`src/rtl/cddy_pkg.sv`:
```
// Shared types, constants and register codes for the y-derivative block.
`timescale 1ns / 1ps
`default_nettype none
package cddy_pkg;
    localparam int DATA_WIDTH_DEF = 32;
    localparam int MAX_POINTS_DEF = 1024;
    localparam int FRAC_BITS      = 16;
    localparam int SPACING_W      = 32;
    localparam int IDX_W          = 10;
    localparam int CFG_IDX_W      = 3;
    localparam int CFG_DATA_W     = 11;
    localparam int SIZE_W         = 11;
    localparam int GUARD_W        = 3;
    localparam int QUEUE_DEPTH    = 4;

    typedef enum logic [CFG_IDX_W-1:0] {
        REG_METHOD       = 3'd0,
        REG_POINTS       = 3'd1,
        REG_Y_GUARD      = 3'd2,
        REG_COLUMN_COUNT = 3'd3,
        REG_X_GUARD      = 3'd4
    } cfg_reg_t;

    typedef enum logic [1:0] {
        DIV_IDLE = 2'd0,
        DIV_RUN  = 2'd1,
        DIV_DONE = 2'd2
    } div_state_t;
endpackage
`default_nettype wire

```
`src/rtl/central_difference_derivative_y_core.sv`:
```
// Top level of the streaming central-difference y-derivative.
//  channel | handshake        | payload
//  input   | push / full      | sample, spacing
//  result  | empty / pop      | derivative, x_index, y_index, overflow
//  config  | cfg_valid/ready  | cfg_index, cfg_data
// The front end takes one item per cycle while the work queue has room.
// Each interior point passes through the bit-serial divider, which takes one
// point at a time and sets the sustained rate for points that produce a result.
// Guard points produce no result. The four-entry output queue lets results wait.
// Reset clears counters, window, queues and configuration registers to their defaults.
`timescale 1ns / 1ps
`default_nettype none
module central_difference_derivative_y_core #(
    parameter int DATA_WIDTH = cddy_pkg::DATA_WIDTH_DEF,
    parameter int MAX_POINTS = cddy_pkg::MAX_POINTS_DEF
) (
    input  wire logic                                   clk,
    input  wire logic                                   rst_n,
    input  wire logic                                   push,
    output logic                                        full,
    input  wire logic signed [DATA_WIDTH-1:0]           sample,
    input  wire logic [cddy_pkg::SPACING_W-1:0]         spacing,
    output logic                                        empty,
    input  wire logic                                   pop,
    output logic signed [DATA_WIDTH-1:0]                derivative,
    output logic [cddy_pkg::IDX_W-1:0]                  x_index,
    output logic [cddy_pkg::IDX_W-1:0]                  y_index,
    output logic                                        overflow,
    input  wire logic                                   cfg_valid,
    output logic                                        cfg_ready,
    input  wire logic [cddy_pkg::CFG_IDX_W-1:0]         cfg_index,
    input  wire logic [cddy_pkg::CFG_DATA_W-1:0]        cfg_data
);
    localparam int NUM_W = DATA_WIDTH + 5;
    localparam int WQ_W  = NUM_W + 1 + cddy_pkg::SPACING_W + 2 * cddy_pkg::IDX_W;
    localparam int RQ_W  = DATA_WIDTH + 1 + 2 * cddy_pkg::IDX_W;
    localparam int CW    = $clog2(cddy_pkg::QUEUE_DEPTH) + 1;

    logic                             method_reg;
    logic [cddy_pkg::SIZE_W-1:0]      ppc_reg, cols_reg;
    logic [cddy_pkg::GUARD_W-1:0]     yg_reg, xg_reg;
    logic                             accept, f_emit, f_method;
    logic signed [NUM_W-1:0]          f_num;
    logic [cddy_pkg::SPACING_W-1:0]   f_dy;
    logic [cddy_pkg::IDX_W-1:0]       f_x, f_y;
    logic [WQ_W-1:0]                  wq_out;
    logic                             wq_ne, start, busy, done, b_ovf, take;
    logic [CW-1:0]                    wq_cnt, rq_cnt;
    logic signed [DATA_WIDTH-1:0]     b_res;
    logic [RQ_W-1:0]                  rq_out;
    logic                             rq_ne;
    logic [cddy_pkg::IDX_W-1:0]       bx_reg, by_reg;

    assign cfg_ready = 1'b1;
    assign accept    = push && !full;
    // room for the item in the pipe register plus the one being pushed
    assign full      = wq_cnt >= CW'(cddy_pkg::QUEUE_DEPTH - 1);

    // configuration registers
    always_ff @(posedge clk or negedge rst_n)
    begin
        if (!rst_n)
        begin
            method_reg <= 1'b0;
            ppc_reg    <= 11'd64;
            yg_reg     <= 3'd2;
            cols_reg   <= 11'd64;
            xg_reg     <= 3'd2;
        end
        else if (cfg_valid && cfg_ready)
        begin
            case (cddy_pkg::cfg_reg_t'(cfg_index))
                cddy_pkg::REG_METHOD:       method_reg <= cfg_data[0];
                cddy_pkg::REG_POINTS:       ppc_reg    <= cfg_data;
                cddy_pkg::REG_Y_GUARD:      yg_reg     <= cfg_data[2:0];
                cddy_pkg::REG_COLUMN_COUNT: cols_reg   <= cfg_data;
                cddy_pkg::REG_X_GUARD:      xg_reg     <= cfg_data[2:0];
                default: ;
            endcase
        end
    end

    cddy_front #(.DATA_WIDTH(DATA_WIDTH), .MAX_POINTS(MAX_POINTS), .NUM_W(NUM_W)) u_front (
        .clk, .rst_n, .accept, .sample, .spacing,
        .method(method_reg), .points_per_column(ppc_reg), .y_guard(yg_reg),
        .column_count(cols_reg), .x_guard(xg_reg),
        .emit(f_emit), .num(f_num), .method_out(f_method), .dy(f_dy),
        .x_idx(f_x), .y_idx(f_y)
    );

    cddy_queue #(.WIDTH(WQ_W)) u_work_q (
        .clk, .rst_n, .wr(f_emit), .wdata({f_num, f_method, f_dy, f_x, f_y}),
        .rd(start), .rdata(wq_out), .nonempty(wq_ne), .count(wq_cnt)
    );

    // start the divider when the result queue has a free slot
    assign start = wq_ne && !busy && (rq_cnt < CW'(cddy_pkg::QUEUE_DEPTH));
    assign take  = done;

    always_ff @(posedge clk)
    begin
        if (start)
        begin
            bx_reg <= wq_out[2*cddy_pkg::IDX_W-1:cddy_pkg::IDX_W];
            by_reg <= wq_out[cddy_pkg::IDX_W-1:0];
        end
    end

    cddy_back #(.DATA_WIDTH(DATA_WIDTH), .NUM_W(NUM_W)) u_back (
        .clk, .rst_n, .start,
        .num(wq_out[WQ_W-1 -: NUM_W]),
        .method(wq_out[WQ_W-1-NUM_W]),
        .dy(wq_out[2*cddy_pkg::IDX_W +: cddy_pkg::SPACING_W]),
        .take, .busy, .done, .result(b_res), .ovf(b_ovf)
    );

    cddy_queue #(.WIDTH(RQ_W)) u_res_q (
        .clk, .rst_n, .wr(done), .wdata({b_res, b_ovf, bx_reg, by_reg}),
        .rd(pop && rq_ne), .rdata(rq_out), .nonempty(rq_ne), .count(rq_cnt)
    );

    assign empty      = !rq_ne;
    assign derivative = rq_out[RQ_W-1 -: DATA_WIDTH];
    assign overflow   = rq_out[2*cddy_pkg::IDX_W];
    assign x_index    = rq_out[2*cddy_pkg::IDX_W-1:cddy_pkg::IDX_W];
    assign y_index    = rq_out[cddy_pkg::IDX_W-1:0];
endmodule
`default_nettype wire

```
`src/rtl/cddy_front.sv`:
```
// Front end: sample window, counters, interior test and numerator formation.
`timescale 1ns / 1ps
`default_nettype none
module cddy_front #(
    parameter int DATA_WIDTH = cddy_pkg::DATA_WIDTH_DEF,
    parameter int MAX_POINTS = cddy_pkg::MAX_POINTS_DEF,
    parameter int NUM_W      = DATA_WIDTH + 5
) (
    input  wire logic                              clk,
    input  wire logic                              rst_n,
    input  wire logic                              accept,
    input  wire logic signed [DATA_WIDTH-1:0]      sample,
    input  wire logic [cddy_pkg::SPACING_W-1:0]    spacing,
    input  wire logic                              method,
    input  wire logic [cddy_pkg::SIZE_W-1:0]       points_per_column,
    input  wire logic [cddy_pkg::GUARD_W-1:0]      y_guard,
    input  wire logic [cddy_pkg::SIZE_W-1:0]       column_count,
    input  wire logic [cddy_pkg::GUARD_W-1:0]      x_guard,
    output logic                                   emit,
    output logic signed [NUM_W-1:0]                num,
    output logic                                   method_out,
    output logic [cddy_pkg::SPACING_W-1:0]         dy,
    output logic [cddy_pkg::IDX_W-1:0]             x_idx,
    output logic [cddy_pkg::IDX_W-1:0]             y_idx
);
    localparam int CNT_W = $clog2(MAX_POINTS + 1) + 1;
    localparam int SZ_W  = (CNT_W > cddy_pkg::SIZE_W) ? CNT_W : cddy_pkg::SIZE_W;

    logic signed [DATA_WIDTH-1:0]       win_reg [5];
    logic [cddy_pkg::SPACING_W-1:0]     dly_reg [3];
    logic [CNT_W-1:0]                   row_reg, col_reg;
    logic [SZ_W-1:0]                    ppc, cols, szp, szc;
    logic [cddy_pkg::GUARD_W-1:0]       yg;
    logic [CNT_W-1:0]                   c;
    logic                               inside_pt;
    logic signed [DATA_WIDTH-1:0]       p2, p1, m1, m2;

    // clamp sizes
    always_comb
    begin
        szp = SZ_W'(points_per_column);
        szc = SZ_W'(column_count);
        ppc  = (szp == '0) ? SZ_W'(1) : ((szp > SZ_W'(MAX_POINTS)) ? SZ_W'(MAX_POINTS) : szp);
        cols = (szc == '0) ? SZ_W'(1) : ((szc > SZ_W'(MAX_POINTS)) ? SZ_W'(MAX_POINTS) : szc);
        yg   = (y_guard < 3'd2) ? 3'd2 : y_guard;
        c    = row_reg - CNT_W'(2);
        inside_pt = (row_reg >= CNT_W'(2)) && (c >= CNT_W'(yg))
            && ((SZ_W+1)'(c) + (SZ_W+1)'(yg) < (SZ_W+1)'(ppc))
            && (col_reg >= CNT_W'(x_guard))
            && ((SZ_W+1)'(col_reg) + (SZ_W+1)'(x_guard) < (SZ_W+1)'(cols));
        p2 = sample;
        p1 = win_reg[0];
        m1 = win_reg[2];
        m2 = win_reg[3];
    end

    // window and counters
    always_ff @(posedge clk or negedge rst_n)
    begin
        if (!rst_n)
        begin
            for (int i = 0; i < 5; i++) win_reg[i] <= '0;
            for (int i = 0; i < 3; i++) dly_reg[i] <= '0;
            row_reg <= '0;
            col_reg <= '0;
            emit    <= 1'b0;
        end
        else
        begin
            emit <= accept && inside_pt;
            if (accept)
            begin
                win_reg[0] <= sample;
                for (int i = 1; i < 5; i++) win_reg[i] <= win_reg[i-1];
                dly_reg[0] <= spacing;
                dly_reg[1] <= dly_reg[0];
                dly_reg[2] <= dly_reg[1];
                if ((SZ_W+1)'(row_reg) + (SZ_W+1)'(1) >= (SZ_W+1)'(ppc))
                begin
                    row_reg <= '0;
                    col_reg <= ((SZ_W+1)'(col_reg) + (SZ_W+1)'(1) >= (SZ_W+1)'(cols))
                        ? '0 : col_reg + CNT_W'(1);
                end
                else
                    row_reg <= row_reg + CNT_W'(1);
            end
        end
    end

    // numerator, registered
    always_ff @(posedge clk)
    begin
        if (accept)
        begin
            if (method)
                num <= (NUM_W'(p1) - NUM_W'(m1)) * NUM_W'(8) + NUM_W'(m2) - NUM_W'(p2);
            else
                num <= NUM_W'(p1) - NUM_W'(m1);
            method_out <= method;
            dy    <= dly_reg[1];
            x_idx <= col_reg[cddy_pkg::IDX_W-1:0];
            y_idx <= c[cddy_pkg::IDX_W-1:0];
        end
    end
endmodule
`default_nettype wire

```
`src/rtl/cddy_queue.sv`:
```
// Small queue, used between front and back ends and for the results.
`timescale 1ns / 1ps
`default_nettype none
module cddy_queue #(
    parameter int WIDTH = 8
) (
    input  wire logic             clk,
    input  wire logic             rst_n,
    input  wire logic             wr,
    input  wire logic [WIDTH-1:0] wdata,
    input  wire logic             rd,
    output logic [WIDTH-1:0]      rdata,
    output logic                  nonempty,
    output logic [$clog2(cddy_pkg::QUEUE_DEPTH):0] count
);
    localparam int AW = $clog2(cddy_pkg::QUEUE_DEPTH);
    logic [WIDTH-1:0] mem_reg [cddy_pkg::QUEUE_DEPTH];
    logic [AW-1:0]    wp_reg, rp_reg;
    logic [AW:0]      cnt_reg;

    assign rdata    = mem_reg[rp_reg];
    assign nonempty = cnt_reg != '0;
    assign count    = cnt_reg;

    always_ff @(posedge clk)
    begin
        if (wr) mem_reg[wp_reg] <= wdata;
    end

    always_ff @(posedge clk or negedge rst_n)
    begin
        if (!rst_n)
        begin
            wp_reg <= '0; rp_reg <= '0; cnt_reg <= '0;
        end
        else
        begin
            if (wr) wp_reg <= wp_reg + AW'(1);
            if (rd) rp_reg <= rp_reg + AW'(1);
            cnt_reg <= cnt_reg + (AW+1)'(wr) - (AW+1)'(rd);
        end
    end
endmodule
`default_nettype wire

```
`src/rtl/cddy_back.sv`:
```
// Back end: radix-2 restoring divider with saturation, one quotient bit a cycle.
`timescale 1ns / 1ps
`default_nettype none
module cddy_back #(
    parameter int DATA_WIDTH = cddy_pkg::DATA_WIDTH_DEF,
    parameter int NUM_W      = DATA_WIDTH + 5
) (
    input  wire logic                          clk,
    input  wire logic                          rst_n,
    input  wire logic                          start,
    input  wire logic signed [NUM_W-1:0]       num,
    input  wire logic                          method,
    input  wire logic [cddy_pkg::SPACING_W-1:0] dy,
    input  wire logic                          take,
    output logic                               busy,
    output logic                               done,
    output logic signed [DATA_WIDTH-1:0]       result,
    output logic                               ovf
);
    // dividend = |num| << FRAC_BITS; quotient clipped to QW bits is enough
    localparam int DV_W = NUM_W + cddy_pkg::FRAC_BITS;
    localparam int DN_W = cddy_pkg::SPACING_W + 4;
    localparam int QW   = DATA_WIDTH + 1;
    localparam int SH_W = $clog2(DV_W + 1);

    cddy_pkg::div_state_t state_reg, state_next;
    logic [DV_W-1:0]  rem_reg;   // partial remainder
    logic [DV_W-1:0]  dvd_reg;   // dividend bits still to shift in
    logic [DN_W-1:0]  den_reg;
    logic [QW-1:0]    q_reg;
    logic             qbig_reg, neg_reg, zden_reg, zmag_reg;
    logic [SH_W-1:0]  cnt_reg;
    logic [NUM_W-1:0] mag;
    logic [DN_W-1:0]  den;
    logic [DV_W-1:0]  trial;
    logic [DATA_WIDTH-1:0] lim;
    logic             sat;

    always_comb
    begin
        mag = num[NUM_W-1] ? NUM_W'(-num) : NUM_W'(num);
        den = method ? (DN_W'(dy) << 3) + (DN_W'(dy) << 2) : DN_W'(dy) << 1;
        trial = {rem_reg[DV_W-2:0], dvd_reg[DV_W-1]};
    end

    // next state
    always_comb
    begin
        state_next = state_reg;
        case (state_reg)
            cddy_pkg::DIV_IDLE: if (start) state_next = cddy_pkg::DIV_RUN;
            cddy_pkg::DIV_RUN:  if (cnt_reg == SH_W'(1)) state_next = cddy_pkg::DIV_DONE;
            cddy_pkg::DIV_DONE: if (take) state_next = cddy_pkg::DIV_IDLE;
            default:            state_next = cddy_pkg::DIV_IDLE;
        endcase
    end

    // outputs
    always_comb
    begin
        busy = state_reg != cddy_pkg::DIV_IDLE;
        done = state_reg == cddy_pkg::DIV_DONE;
        lim  = neg_reg ? {1'b1, {(DATA_WIDTH-1){1'b0}}} : {1'b0, {(DATA_WIDTH-1){1'b1}}};
        sat  = qbig_reg || (q_reg > QW'(lim));
        if (zden_reg)
        begin
            result = zmag_reg ? '0 : (neg_reg ? lim : lim);
            ovf    = 1'b1;
        end
        else if (sat)
        begin
            result = lim;
            ovf    = 1'b1;
        end
        else
        begin
            result = neg_reg ? DATA_WIDTH'(-q_reg) : q_reg[DATA_WIDTH-1:0];
            ovf    = 1'b0;
        end
    end

    always_ff @(posedge clk or negedge rst_n)
    begin
        if (!rst_n) state_reg <= cddy_pkg::DIV_IDLE;
        else        state_reg <= state_next;
    end

    // datapath
    always_ff @(posedge clk)
    begin
        case (state_reg)
            cddy_pkg::DIV_IDLE:
            begin
                if (start)
                begin
                    rem_reg  <= '0;
                    dvd_reg  <= DV_W'(mag) << cddy_pkg::FRAC_BITS;
                    den_reg  <= den;
                    q_reg    <= '0;
                    qbig_reg <= 1'b0;
                    neg_reg  <= num[NUM_W-1];
                    zden_reg <= den == '0;
                    zmag_reg <= mag == '0;
                    cnt_reg  <= SH_W'(DV_W);
                end
            end
            cddy_pkg::DIV_RUN:
            begin
                dvd_reg <= dvd_reg << 1;
                cnt_reg <= cnt_reg - SH_W'(1);
                qbig_reg <= qbig_reg | q_reg[QW-1];
                if (trial >= DV_W'(den_reg))
                begin
                    rem_reg <= trial - DV_W'(den_reg);
                    q_reg   <= {q_reg[QW-2:0], 1'b1};
                end
                else
                begin
                    rem_reg <= trial;
                    q_reg   <= {q_reg[QW-2:0], 1'b0};
                end
            end
            default: ;
        endcase
    end
endmodule
`default_nettype wire

```
`config.mk`:
```
export PLATFORM = sky130hd
export DESIGN_NAME = central_difference_derivative_y_core
export DESIGN_NICKNAME = d
export VERILOG_FILES = /design/src/rtl/cddy_pkg.sv /design/src/rtl/central_difference_derivative_y_core.sv /design/src/rtl/cddy_front.sv /design/src/rtl/cddy_queue.sv /design/src/rtl/cddy_back.sv
export SDC_FILE = /design/constraint.sdc
export NUM_CORES = 2
export LEC_CHECK = 0
export BUFFER_PORTS_ARGS = -buffer_cell sky130_fd_sc_hd__buf_2
export CAP_MARGIN = 20
export CORE_ASPECT_RATIO = 1.4
export CORE_MARGIN = 5
export CORE_UTILIZATION = 55
export CTS_BUF_LIST = sky130_fd_sc_hd__clkbuf_2 sky130_fd_sc_hd__clkbuf_4 sky130_fd_sc_hd__clkbuf_8
export CTS_CLUSTER_DIAMETER = 60
export DETAILED_ROUTE_END_ITERATION = 7
export HOLD_SLACK_MARGIN = 0.15
export PLACE_DENSITY = 0.72
export SETUP_SLACK_MARGIN = 0.4
export SLEW_MARGIN = 5
export SYNTH_ARGS = -nofsm -noshare
export SYNTH_HDL_FRONTEND = slang
export SYNTH_SLANG_ARGS = --single-unit
```
`constraint.sdc`:
```
create_clock -name clk -period 7.48 [get_ports clk]
set_input_delay 1.496 -clock clk [delete_from_list [all_inputs] [get_ports clk]]
set_output_delay 1.496 -clock clk [all_outputs]
set_load 0.01 [all_outputs]
```
==> impl_metrics.env <==
export IMPL_cp_start_kind="flip-flop"
export IMPL_worstSetupPathType="reg -> reg"
export IMPL_antenna_found_initial=1
export IMPL_wl_per_cell_um=18.9
export IMPL_totalWireLength_um=114000
export IMPL_slowest_delay_ns=0.50
export IMPL_holdBufCountCts=0
export IMPL_cts_resized=0
export IMPL_grt_max_degree=175
export IMPL_cts_buffer_depth=3
export IMPL_start_util_pct=55.5
export IMPL_dpl_hpwl_um=77300
export IMPL_required_ns=8.08
export IMPL_synth_top_area_share_pct=46.7
export IMPL_grt_usage_pct=21.5
export IMPL_fp_row_count=136
export IMPL_place_worst_setup_slack_ns=1.69
export IMPL_syn_nets=4761
export IMPL_ant_nets=0
export IMPL_die_x_um=276
export IMPL_crit_chain="ha_1 > fa_1 > nor2b_1 > o21ai_0 > a21boi_0 > o21a_1 > nor2_1 > xnor2_1 > fa_1 > ha_1 > a21oi_1 > nor3b_1 > o21ai_0 > a31oi_1 > o21ai_0 > a211oi_1 > o21bai_1 > a31oi_1 > mux2i_1 > nand4_1"
export IMPL_most_common_layout_cells="edfxtp_1, nand2_1, o21ai_0, dfrtp_1, ha_1"
export IMPL_fill_cells=7719
export IMPL_viasPerCell=5.72
export IMPL_core_area_sq_um=98400
export IMPL_fin_tns_setup_ns=0
export IMPL_yosys_top_cells_area="edfxtp_1, dfrtp_1, mux4_2"
export IMPL_crit_arrival_ns=6.52
export IMPL_area_delta_synth_final_pct=10.4
export IMPL_fin_util_pct=61.3
export IMPL_avgSynthCellArea_sq_um=12.4
export IMPL_worst_slack_ns=1.56
export IMPL_io_buffers=137
export IMPL_rsz0062_at_grt="false"
export IMPL_clock_sinks=1111
export IMPL_ys_warn_count=0
export IMPL_layout_min_cycle_time_ns=5.92
export IMPL_fmax_mhz=169
export IMPL_tightestPinTransition_ns=1.05
export IMPL_drtPass1Iterations=7
export IMPL_clk_latency_ns=0.87
export IMPL_syn_area_sq_um=54600
export IMPL_drv_cap=0
export IMPL_busiest_layer="met2"
export IMPL_final_period_utilization_pct=79.2
export IMPL_die_y_um=383
export IMPL_use_met2_pct=37.9
export IMPL_vias=34300
export IMPL_grtUsageMet3_pct=3.74
export IMPL_drive_gt1_share_pct=15.1
export IMPL_async_flop_share_pct=23.6
export IMPL_hold_violations=0
export IMPL_cts_tree="built"
export IMPL_synth_ff_latch_count=1111
export IMPL_setup_violations=0
export IMPL_worst_path_max_delay_cell="a21boi_0"
export IMPL_route_detailed_drc=0
export IMPL_ys_types=82
export IMPL_grt_use_met1_pct=26.8
export IMPL_relSlewSlack_pct=30.2
export IMPL_ios=139
export IMPL_fin_hold_ws_ns=0.442
export IMPL_yosysTopAreaCell="edfxtp_1"
export IMPL_h_tree_depth=4
export IMPL_clk_pin_slew_worst_paths_ns=0.06
export IMPL_overflow=0
export IMPL_cp_max_fo=5
export IMPL_drt_iter0_drc=2212
export IMPL_postCtsSetupRepairBufs=0
export IMPL_final_common_cell="edfxtp_1"
export IMPL_synth_ff_type="edfxtp_1"
export IMPL_seq_area_frac_synth_pct=58.7
export IMPL_hold_class="reg -> reg"
export IMPL_cts_buffers=165
export IMPL_grt_pass1_wl_um=185000
export IMPL_synth_edf_count=849
export IMPL_synth_cells=4391
export IMPL_num_nets_final=4920
export IMPL_skew_ns=0.0394
export IMPL_cp_common_cell="o21ai_0"
export IMPL_grt_pass1_vias=35200
export IMPL_routabilityCongestion=0.868
export IMPL_status="completed"
export IMPL_endpoint_kind="flip-flop"
export IMPL_root_buffer="clkbuf_8"
export IMPL_largest_reg_flops=360
export IMPL_maxSlewViolCount=0
export IMPL_dieArea_sq_um=106000
-- per-stage QoR --
stage	area, sq um	instances
after global routing	60300	6004
after detailed placement	56600	5691
after CTS	60200	6000
after floorplan	54600	4391
final	60300	6005
after global placement	56600	5691
-- per-layer routing --
| metal | vias up | share of wire (%) |
|---|---|---|
| met5 | - | 0 |
| met4 | 0 | 3.9 |
| met3 | 263 | 3.9 |
| met2 | 774 | 51 |
| met1 | 16800 | 41 |
| li1 | 16500 | - |
-- cell families (layout without fill, tap and decap cells) --
family,after synthesis,in the layout,synth area share [%]
AOI/OAI and AO/OA,842,842,9.47
buffers and inverters,389,690,2.73
muxes,218,218,7.35
xor gates and xnor gates,224,224,3.59
adders and majority gates,287,287,7.14
DFF,1111,1111,58.7
and+or+nand+nor,1319,1319,11.0
other,1,3,0.00687
-- synth_stat cells, types with 28 or more instances --
master    count
o21a_1       30
xor2_1       76
clkbuf_1    150
o21ai_0     309
nand2b_1     33
a21oi_1     192
ha_1        246
fa_1         41
nor3_1       57
dfrtp_1     258
mux4_2      141
and2_1       55
nor4_1       33
a31oi_1      31
inv_1       205
nand3_1      75
mux2_2       51
nor2b_1      28
nor2_1      209
a21o_1       88
nand4_1      36
nand2_1     674
xnor2_1     148
edfxtp_1    849
-- worst max-delay path: cells and delay by family (launching register included) --
| family | cells | cell delay [ns] |
|---|---|---|
| multiplexers | 1 | 0.24 |
| flip-flops | 1 | 0.39 |
| adder cells (fa/ha/maj) | 4 | 1.48 |
| AND/OR/NAND/NOR | 4 | 0.53 |
| XOR/XNOR | 1 | 0.25 |
| AO/OA/AOI/OAI | 10 | 2.76 |
-- final cells by class --
class / count / area, sq um / share of cell area, %
antenna: 2 / 5.00 / 0.00830
clock buffer: 235 / 2880 / 4.78
multi-input combinational: 2891 / 21200 / 35.1
inverter: 206 / 781 / 1.29
tap: 1311 / 1640 / 2.72
sequential: 1111 / 32100 / 53.2
timing repair buffer: 175 / 1050 / 1.73
clock inverter: 74 / 722 / 1.20
-- final timing paths --
path                                     start                  end  slack, ns  cells past startpoint
setup reg to reg                 u_front.m1[0]      u_front.num[24]       1.56                     20
min in group asynchronous                rst_n  u_front.dly_reg[77]       0.53                      1
hold reg to reg            u_front.dly_reg[42]       u_front.dy[10]       0.44                      0
setup / recovery                 u_front.m1[0]      u_front.num[24]       1.56                     20
max in group asynchronous                rst_n          cols_reg[2]       5.58                      2
hold / removal             u_front.dly_reg[42]       u_front.dy[10]       0.44                      0
Power is left out: the tool's default activity adds up to more than one toggle a clock period on the data nets, which glitch-free logic cannot reach.
